===== src/rtl/tmbls_pkg.sv =====
`default_nettype none
// ----------------------------------------------------------------------------
// tmbls_pkg: shared types and constants for the timed motor bank
// Widths of the command and result fields, command codes and the
// per-channel status carried from the lanes to the merge stage.
// ----------------------------------------------------------------------------
package tmbls_pkg;

  // Default channel count and its legal range upper bound
  localparam int MOTORS_DEFAULT = 14;

  // Fixed field widths
  localparam int FIELD_BITS = 14;   // switch, pin and running masks
  localparam int IDX_W      = 4;    // motor_index
  localparam int COUNT_W    = 32;   // run_ticks and per-channel countdown

  // Packed slave-side tdata: switch_levels, motor_index, run_ticks, reverse_dir
  localparam int IN_BITS    = FIELD_BITS + IDX_W + COUNT_W + 1;
  localparam int IN_DATA_W  = ((IN_BITS + 7) / 8) * 8;
  localparam int SW_LSB     = 0;
  localparam int IDX_LSB    = SW_LSB + FIELD_BITS;
  localparam int TICKS_LSB  = IDX_LSB + IDX_W;
  localparam int REV_LSB    = TICKS_LSB + COUNT_W;

  // Packed master-side tdata: in1_levels, in2_levels, running_mask
  localparam int OUT_BITS   = 3 * FIELD_BITS;
  localparam int OUT_DATA_W = ((OUT_BITS + 7) / 8) * 8;

  // Command kinds carried in tuser
  typedef enum logic {
    CMD_TICK  = 1'b0,
    CMD_START = 1'b1
  } cmd_t;

  // Beat-level command broadcast to every lane
  typedef struct packed {
    logic               tick;    // accepted tick beat
    logic               start;   // accepted start beat
    logic               dir;     // reverse_dir of a start
    logic [COUNT_W-1:0] ticks;   // run_ticks of a start
  } lane_cmd_t;

  // Per-channel state after the beat
  typedef struct packed {
    logic run;
    logic dir;
  } lane_status_t;

endpackage : tmbls_pkg
`default_nettype wire


===== src/rtl/tmbls_lane.sv =====
`default_nettype none
// ----------------------------------------------------------------------------
// tmbls_lane: one motor channel
// Holds the run countdown, direction and last switch level of one channel,
// applies a tick or a start beat, and reports its state after the beat.
// ----------------------------------------------------------------------------
module tmbls_lane (
  input  wire logic                  clk,
  input  wire logic                  rst,
  input  wire tmbls_pkg::lane_cmd_t  cmd,
  input  wire logic                  sel,       // start addresses this channel
  input  wire logic                  sw_level,  // limit switch, 0 = pressed
  output tmbls_pkg::lane_status_t    status
);
  import tmbls_pkg::*;

  logic [COUNT_W-1:0] count;
  logic [COUNT_W-1:0] count_next;
  logic               dir;
  logic               dir_next;
  logic               last_sw;
  logic               last_sw_next;

  // Work out the channel state after this beat
  always_comb begin
    count_next   = count;
    dir_next     = dir;
    last_sw_next = last_sw;
    if (cmd.tick) begin
      if (!sw_level && last_sw && (count != '0)) begin
        count_next = '0;
      end else if (count == COUNT_W'(1)) begin
        count_next = '0;
      end else if (count != '0) begin
        count_next = count - COUNT_W'(1);
      end
      last_sw_next = sw_level;
    end else if (cmd.start && sel && (cmd.ticks != '0)) begin
      count_next = cmd.ticks;
      dir_next   = cmd.dir;
    end
  end

  // Hold the channel state
  always_ff @(posedge clk) begin
    if (rst) begin
      count   <= '0;
      dir     <= 1'b0;
      last_sw <= 1'b1;
    end else begin
      count   <= count_next;
      dir     <= dir_next;
      last_sw <= last_sw_next;
    end
  end

  assign status.run = (count_next != '0);
  assign status.dir = dir_next;

endmodule : tmbls_lane
`default_nettype wire


===== src/rtl/tmbls_merge.sv =====
`default_nettype none
// ----------------------------------------------------------------------------
// tmbls_merge: combine lane states into one result beat
// Packs the pin and running masks of all lanes and holds the result in an
// output register backed by a skid stage.
// ----------------------------------------------------------------------------
module tmbls_merge #(
  parameter int MOTORS = tmbls_pkg::MOTORS_DEFAULT
) (
  input  wire logic                                clk,
  input  wire logic                                rst,
  input  wire tmbls_pkg::lane_status_t             status [MOTORS],
  input  wire logic                                load,       // beat accepted
  output logic                                     busy,       // skid stage full
  output logic                                     out_valid,
  input  wire logic                                out_ready,
  output logic [tmbls_pkg::OUT_DATA_W-1:0]         out_data
);
  import tmbls_pkg::*;

  logic [FIELD_BITS-1:0] in1_mask;
  logic [FIELD_BITS-1:0] in2_mask;
  logic [FIELD_BITS-1:0] run_mask;
  logic [OUT_DATA_W-1:0] result;
  logic [OUT_DATA_W-1:0] skid_data;
  logic                  skid_valid;
  logic                  pop;

  // Pack lane states into the masks; channels beyond the field stay out
  for (genvar i = 0; i < FIELD_BITS; i++) begin : g_pack
    if (i < MOTORS) begin : g_lane
      assign run_mask[i] = status[i].run;
      assign in1_mask[i] = status[i].run & status[i].dir;
      assign in2_mask[i] = status[i].run & ~status[i].dir;
    end else begin : g_none
      assign run_mask[i] = 1'b0;
      assign in1_mask[i] = 1'b0;
      assign in2_mask[i] = 1'b0;
    end
  end

  assign result = OUT_DATA_W'({run_mask, in2_mask, in1_mask});
  assign pop    = out_valid & out_ready;
  assign busy   = skid_valid;

  // Advance the output register and the skid stage; a load never meets a
  // full skid stage because the input is held off while it is full
  always_ff @(posedge clk) begin
    if (rst) begin
      out_valid  <= 1'b0;
      skid_valid <= 1'b0;
    end else begin
      if (pop && skid_valid) begin
        out_data   <= skid_data;
        skid_valid <= 1'b0;
      end else if (load && (!out_valid || pop)) begin
        out_data  <= result;
        out_valid <= 1'b1;
      end else if (load) begin
        skid_data  <= result;
        skid_valid <= 1'b1;
      end else if (pop) begin
        out_valid <= 1'b0;
      end
    end
  end

endmodule : tmbls_merge
`default_nettype wire


===== src/rtl/timed_motor_bank_with_limit_stop.sv =====
`default_nettype none
// A result beat is held in the output register; while it waits, a skid stage keeps
// the input open. Throughput: one beat per cycle while the skid stage is empty;
// every lane updates its 32-bit countdown in the same cycle.
// Reset (rst, synchronous): all countdowns and directions clear, switch levels
// read as released, and no result is pending.
// ----------------------------------------------------------------------------
// timed_motor_bank_with_limit_stop: bank of timed H-bridge channels
// One lane per motor runs its countdown and limit-switch stop; the merge stage
// forms the in1, in2 and running masks after every beat.
// ----------------------------------------------------------------------------
module timed_motor_bank_with_limit_stop #(
  parameter int MOTORS = tmbls_pkg::MOTORS_DEFAULT
) (
  input  wire logic                           clk,
  input  wire logic                           rst,
  input  wire logic                           s_axis_tvalid,
  output logic                                s_axis_tready,
  // tdata: switch_levels[13:0], motor_index[17:14], run_ticks[49:18],
  //        reverse_dir[50], zero fill
  input  wire logic [tmbls_pkg::IN_DATA_W-1:0] s_axis_tdata,
  // tuser: cmd[0]
  input  wire logic                           s_axis_tuser,
  output logic                                m_axis_tvalid,
  input  wire logic                           m_axis_tready,
  // tdata: in1_levels[13:0], in2_levels[27:14], running_mask[41:28], zero fill
  output logic [tmbls_pkg::OUT_DATA_W-1:0]    m_axis_tdata
);
  import tmbls_pkg::*;

  logic                  accept;
  logic                  busy;
  lane_cmd_t             cmd;
  logic [FIELD_BITS-1:0] sw_levels;
  logic [IDX_W-1:0]      motor_index;
  lane_status_t          status [MOTORS];

  assign s_axis_tready = ~busy;
  assign accept        = s_axis_tvalid & s_axis_tready;

  // Decode the beat for all lanes
  assign sw_levels   = s_axis_tdata[SW_LSB +: FIELD_BITS];
  assign motor_index = s_axis_tdata[IDX_LSB +: IDX_W];
  assign cmd.tick    = accept & (cmd_t'(s_axis_tuser) == CMD_TICK);
  assign cmd.start   = accept & (cmd_t'(s_axis_tuser) == CMD_START);
  assign cmd.dir     = s_axis_tdata[REV_LSB];
  assign cmd.ticks   = s_axis_tdata[TICKS_LSB +: COUNT_W];

  // One lane per channel; channels without a switch bit read released
  for (genvar i = 0; i < MOTORS; i++) begin : g_lane
    logic sel;
    logic sw;
    assign sel = (32'(motor_index) == 32'(i));
    if (i < FIELD_BITS) begin : g_sw
      assign sw = sw_levels[i];
    end else begin : g_nosw
      assign sw = 1'b1;
    end
    tmbls_lane u_lane (
      .clk      (clk),
      .rst      (rst),
      .cmd      (cmd),
      .sel      (sel),
      .sw_level (sw),
      .status   (status[i])
    );
  end

  // Merge lane states into the result beat
  tmbls_merge #(
    .MOTORS (MOTORS)
  ) u_merge (
    .clk       (clk),
    .rst       (rst),
    .status    (status),
    .load      (accept),
    .busy      (busy),
    .out_valid (m_axis_tvalid),
    .out_ready (m_axis_tready),
    .out_data  (m_axis_tdata)
  );

endmodule : timed_motor_bank_with_limit_stop
`default_nettype wire


===== config.mk =====
export PLATFORM = sky130hd
export DESIGN_NAME = timed_motor_bank_with_limit_stop
export DESIGN_NICKNAME = d
export VERILOG_FILES = /design/src/rtl/tmbls_pkg.sv /design/src/rtl/tmbls_lane.sv /design/src/rtl/tmbls_merge.sv /design/src/rtl/timed_motor_bank_with_limit_stop.sv
export SDC_FILE = /design/constraint.sdc
export NUM_CORES = 2
export LEC_CHECK = 0
export BUFFER_PORTS_ARGS = -buffer_cell sky130_fd_sc_hd__buf_2
export CAP_MARGIN = 15
export CORE_UTILIZATION = 45
export CTS_CLUSTER_DIAMETER = 100
export CTS_CLUSTER_SIZE = 40
export DETAILED_ROUTE_END_ITERATION = 10
export PLACE_DENSITY_LB_ADDON = 0.12
export SYNTH_ARGS = -nofsm -noshare
export SYNTH_HDL_FRONTEND = slang
export SYNTH_HIERARCHICAL = 1
export SYNTH_SLANG_ARGS = --single-unit

===== constraint.sdc =====
create_clock -name clk -period 9.8 [get_ports clk]
set_clock_uncertainty 0.2 [all_clocks]
set_input_delay 0 -clock clk [delete_from_list [all_inputs] [get_ports clk]]
set_output_delay 0 -clock clk [all_outputs]
set_load 0.005 [all_outputs]

Yosys cells after proc, flatten, opt, wreduce, memory -nomap -nowiden --
Index checks and enable logic that the tools add are counted. W data, S select, Z words.
Word-level totals: register bits 562, input port bits 61, output and inout bits 50, word-level logic and storage cells 353
Cells by class: $add $sub $neg 14, equal/unequal tests 28, multiplexer cells 103, bitwise gates (word level) 51, reductions and logical operators 111
Operators with widths (number):
- $mux W32 | 70
- $reduce_bool A32 Y1 | 29
- $eq A32 B1 Y1 const B | 14
- $sub A32 B1 Y32 const B | 14
- $mux W42 | 2
- $logic_and A1 B1 Y1 | 58
- $and A1 B1 Y1 | 32
- $mux W1 | 31
- $eq A4 B4 Y1 const B | 6
- $not A1 Y1 | 19
- $eq A4 B3 Y1 const B | 4
- $logic_not A1 Y1 | 15
- $eq A4 B2 Y1 const B | 2
- $eq A4 B1 Y1 const B | 1
- $logic_not A4 Y1 | 1
- $reduce_and A2 Y1 | 2
- $reduce_and A4 Y1 | 1
- $reduce_bool A2 Y1 | 2
- $reduce_and A3 Y1 | 1
- $ne A2 B1 Y1 const B | 1
- $reduce_or A2 Y1 | 1
- $logic_or A1 B1 Y1 | 1

Logic depth before layout (Yosys ltp) --
word-level depth 11, gate-level depth with buffers 16, gate-level depth less buffers 13

Modules after synthesis --
Netlist, hierarchy kept.
By module, submodules not included:
- tmbls_lane at g_lane[0].u_lane ... | instances 13, cells an instance 315, area an instance 2595.0 µm², seq. area each 680.7 µm²
- tmbls_merge | instances 1, cells an instance 178, area an instance 3559.7 µm², seq. area each 2562.5 µm²
- tmbls_lane at g_lane[9].u_lane | instances 1, cells an instance 353, area an instance 2645.0 µm², seq. area each 680.7 µm²
- timed_motor_bank_with_limit_stop | instances 1, cells an instance 22, area an instance 292.8 µm², seq. area each 0.0 µm²

Worst setup path before layout --
No wires, ideal clock.
path kind reg2reg, start point reg u_merge.skid_valid (netlist: u_merge/busy), end point reg u_merge/out_data[9] (netlist bit), data pin, setup time 260 ps, arrival time 5611 ps, data required time 9340 ps, path slack 3729 ps, stages on the path, launching flop included 11, path buffers 2, period minus slack after synthesis 6071 ps, cells stage by stage dfxtp_1 > nor3b_1 > clkbuf_1 > clkbuf_1 > o22ai_1 > nor3_1 > nand3_1 > nor4_2 > nand4_1 > and2_1 > mux2_4
RTL lines:
- from (decl) | RTL line tmbls_merge.sv:26 | logic skid_valid;
- from (signal assigned) | RTL line tmbls_merge.sv:51 | skid_valid <= 1'b0;
- from (signal assigned) | RTL line tmbls_merge.sv:55 | skid_valid <= 1'b0;
- from (signal assigned) | RTL line tmbls_merge.sv:61 | skid_valid <= 1'b1;
- to (signal assigned) | RTL line tmbls_merge.sv:54 | out_data <= skid_data;
- to (signal assigned) | RTL line tmbls_merge.sv:57 | out_data <= result;
- to (decl) | RTL line tmbls_merge.sv:17 | output logic [tmbls_pkg::OUT_DATA_W-1:0] out_data

==> impl_results.md <==
* Status: complete, but fails checks
* Failing checks: design-rule violations
* Std-Cell Rows at roughly 110
* Final Net Count at roughly 4700
* H-tree depth at 2
* CP Buf/Inv Count at 1
* Crit path arrival time at roughly 5100 ps
* Final core utilization at between 40 and 50%
* Hold path start: s_axis_tdata[1]
* Yosys warns at 6
* Worst-Margin Slew at between 1000 and 1500 ps
* Post-CTS Setup Bufs at 0
* Fin. Hold Viols at 0
* Crit-path max cell delay at ~600 ps
* Met1 WL at ~64000 um
* DRT iter0 DRCs at 3330
* IO Count at about 110
* Ys async rst share at 0%
* Fillers at approximately 9000
* CTS tree: yes
* DRC Markers at 20
* Startpoint types: register
* Most common cell after layout, fill and taps aside: nor2_1
* CP Class: register to register
* Total wire length at about 140000 um
* FMAX at 201 MHz
* Number of global-route vias before repair at 34514
* Slew headroom at 29.0%
* Sink Count at between 500 and 600
* Delay-heaviest family, CP: simple AND/OR/NAND/NOR gates
* P&R area growth vs syn at 4.95%
* Clock transition at the registers of the reported paths at 100 ps
* Core Box Area at a little under 90000 sq um
* Reg area at 12100 sq um
* Ratio of final minimum period to clock period at around half
* Most common flop cell mapped by yosys: dfxtp_1
* RSZ-0062 raised after global routing: false
* Via-to-Cell Ratio at approximately 6.4
* Clk_lat worst skew at approximately 620 ps
* Critical path's slowest cell: or4_1
* Most frequent cells in the layout: nor2_1 (712), dfxtp_1 (478), mux2i_1 (437)
* Global route overflow at 0
* CTS root buffer: clkbuf_16
* Final setup viols at 0
* Worst setup EP type: register
* I/O Buffers at 99
* Die X at about 300 um
* Largest net degree at the start of global routing at around 130
* Crit Reg-Reg Startpoint: g_lane[9].u_lane/count[30]$_SDFF_PP0_
* Syn Area/Cell at between 8 and 9 sq um
* Max Buffers Root-to-Sink at 3
* Max Cap Viol at 0
* Initial antenna violation count at 2
* Pins Over Slew Limit at 0
* Ratio of cells with drive above 1 in the final layout at a little under a tenth
* Inserted Clock Buffers at 36
* DR vias at ~37000
* Crit path max fanout at 12
* GRT Total Usage at between 30% and 40%
* Antenna diodes at 0
* RePlAce Congestion at ~0.91
* Multi-input gate area in the final layout at ~26000 sq um
* Setup TNS at 0 ps
* Mapped Area at 40200 sq um
* Detail Route met3 WL at approximately 9900 um
* Die height at 301 um
* Top sig layer: met4
* Final ANT Viol Nets at 0
* Type of the most critical hold path: input pin to register
* Avg WL per Cell at 24.4 um
* Routed wl met2 at approximately 61000 um
* Number of synthesized flops with an enable pin at between 80 and 90
* Die ar. at about 90000 sq um
* Yosys cell types at 74
* CP required at between 9000 and 10000 ps
* First-pass GRT wire length at 215000 um
* Final hold slack at about 14 ps
* Fin crit period at ~5000 ps
* Cell count after synthesis at between 4000 and 5000
* Crit-path cells: or4_4 > nor2_1 > nand3_1 > o221ai_2 > buf_4 > o22ai_1 > or4_1 > nor4_2 > nand4_1 > and2_1 > mux2_4
* Crit path launch: g_lane[9].u_lane/count[30]$_SDFF_PP0_
* Router iterations before antenna repair at 8
* Hpwl dp at approximately 82000 um
* Sequential share of the synthesized area at 30.1%
* Initial Util at around 45%
* #FFs+latches synth at between 500 and 600
registers in the layout (all words and copies together), names as in the netlist:
name,count
g_lane.u_lane/count,448
g_lane.u_lane/dir,14
g_lane.u_lane/last_sw,14
u_merge/busy,1
u_merge/out_data,42
u_merge/out_valid,1
u_merge/skid_data,42
per-stage QoR:
step	cells	setup WS, ps	instance area [sq um]
floorplan	4653	3730	40300
global placement	5654	4970	40500
detailed placement	5654	5010	40500
CTS	5759	5010	42200
global route	5759	4590	42200
finish	5759	4830	42200
per-layer routing:
layer / vias to the layer above / global-route usage [%]
met2: 1342 / 46.6
met1: 18026 / 42.7
met5: - / 0
li1: 17237 / -
met4: 0 / 10.9
met3: 285 / 4.08
synth_stat cells, drive strengths merged (130+ instances only):
| library cell | instances | share of area, % |
|---|---|---|
| nor3 | 137 | 1.7 |
| o21ai | 138 | 1.7 |
| nor2 | 712 | 6.6 |
| nor4 | 296 | 5.9 |
| dfxtp | 478 | 24 |
| clkbuf | 146 | 1.4 |
| a21oi | 141 | 1.8 |
| nand3 | 139 | 1.7 |
| o22a | 204 | 4.4 |
| nand2 | 253 | 2.4 |
| xor2 | 137 | 3.0 |
| xnor2 | 166 | 3.6 |
| a2bb2oi | 130 | 3.0 |
| mux2i | 437 | 11 |
| buf | 190 | 4.5 |
final timing paths:
path,to,slack [ps],cells past startpoint
setup / recovery,u_merge/out_data[9]$_DFFE_PP_,4830,11
hold / removal,g_lane[1].u_lane/last_sw$_SDFFE_PP1P_,10,3
setup reg to reg,u_merge/out_data[9]$_DFFE_PP_,4830,11
hold reg to reg,u_merge/out_data[29]$_DFFE_PP_,320,1
repair_timing:
| item | in CTS | in global routing |
|---|---|---|
| endpoints found under the hold margin | 106 | 0 |
| endpoints found under the setup margin | 0 | 0 |
| hold buffers | 41 | 0 |
| resized for setup | 0 | 0 |
cell type report:
cell class | count | share of cell area [%]
Clock buffer | 41 | 2.25
Clock inverter | 23 | 0.848
Inverter | 30 | 0.267
Multi-Input combinational cell | 3725 | 61.0
Sequential cell | 562 | 28.6
Tap cell | 1165 | 3.45
Timing Repair Buffer | 213 | 3.50
worst reg2reg max path, stage by stage, from the launching register on:
cell and delay [ps]:
dfxtp_1 370, or4_4 590, nor2_1 450, nand3_1 270
o221ai_2 550, buf_4 310, o22ai_1 130, or4_1 600
nor4_2 290, nand4_1 430, and2_1 300, mux2_4 260
cell families (layout without fill, tap and decap cells):
family | count (synthesis) | after routing | synth area share, %
other | 1 | 6 | 0.00932
adder cells (fa/ha/maj) | 28 | 28 | 0.871
buffers and inverters | 366 | 307 | 6.23
flip-flops | 562 | 562 | 30.1
XOR/XNOR | 303 | 303 | 6.60
multiplexers | 506 | 506 | 13.2
AND/OR/NAND/NOR | 2001 | 2001 | 26.5
AO/OA/AOI/OAI | 881 | 881 | 16.6
Power is not shown: default switching activity piles up to over one toggle a cycle in this logic, so the estimate is an artifact.
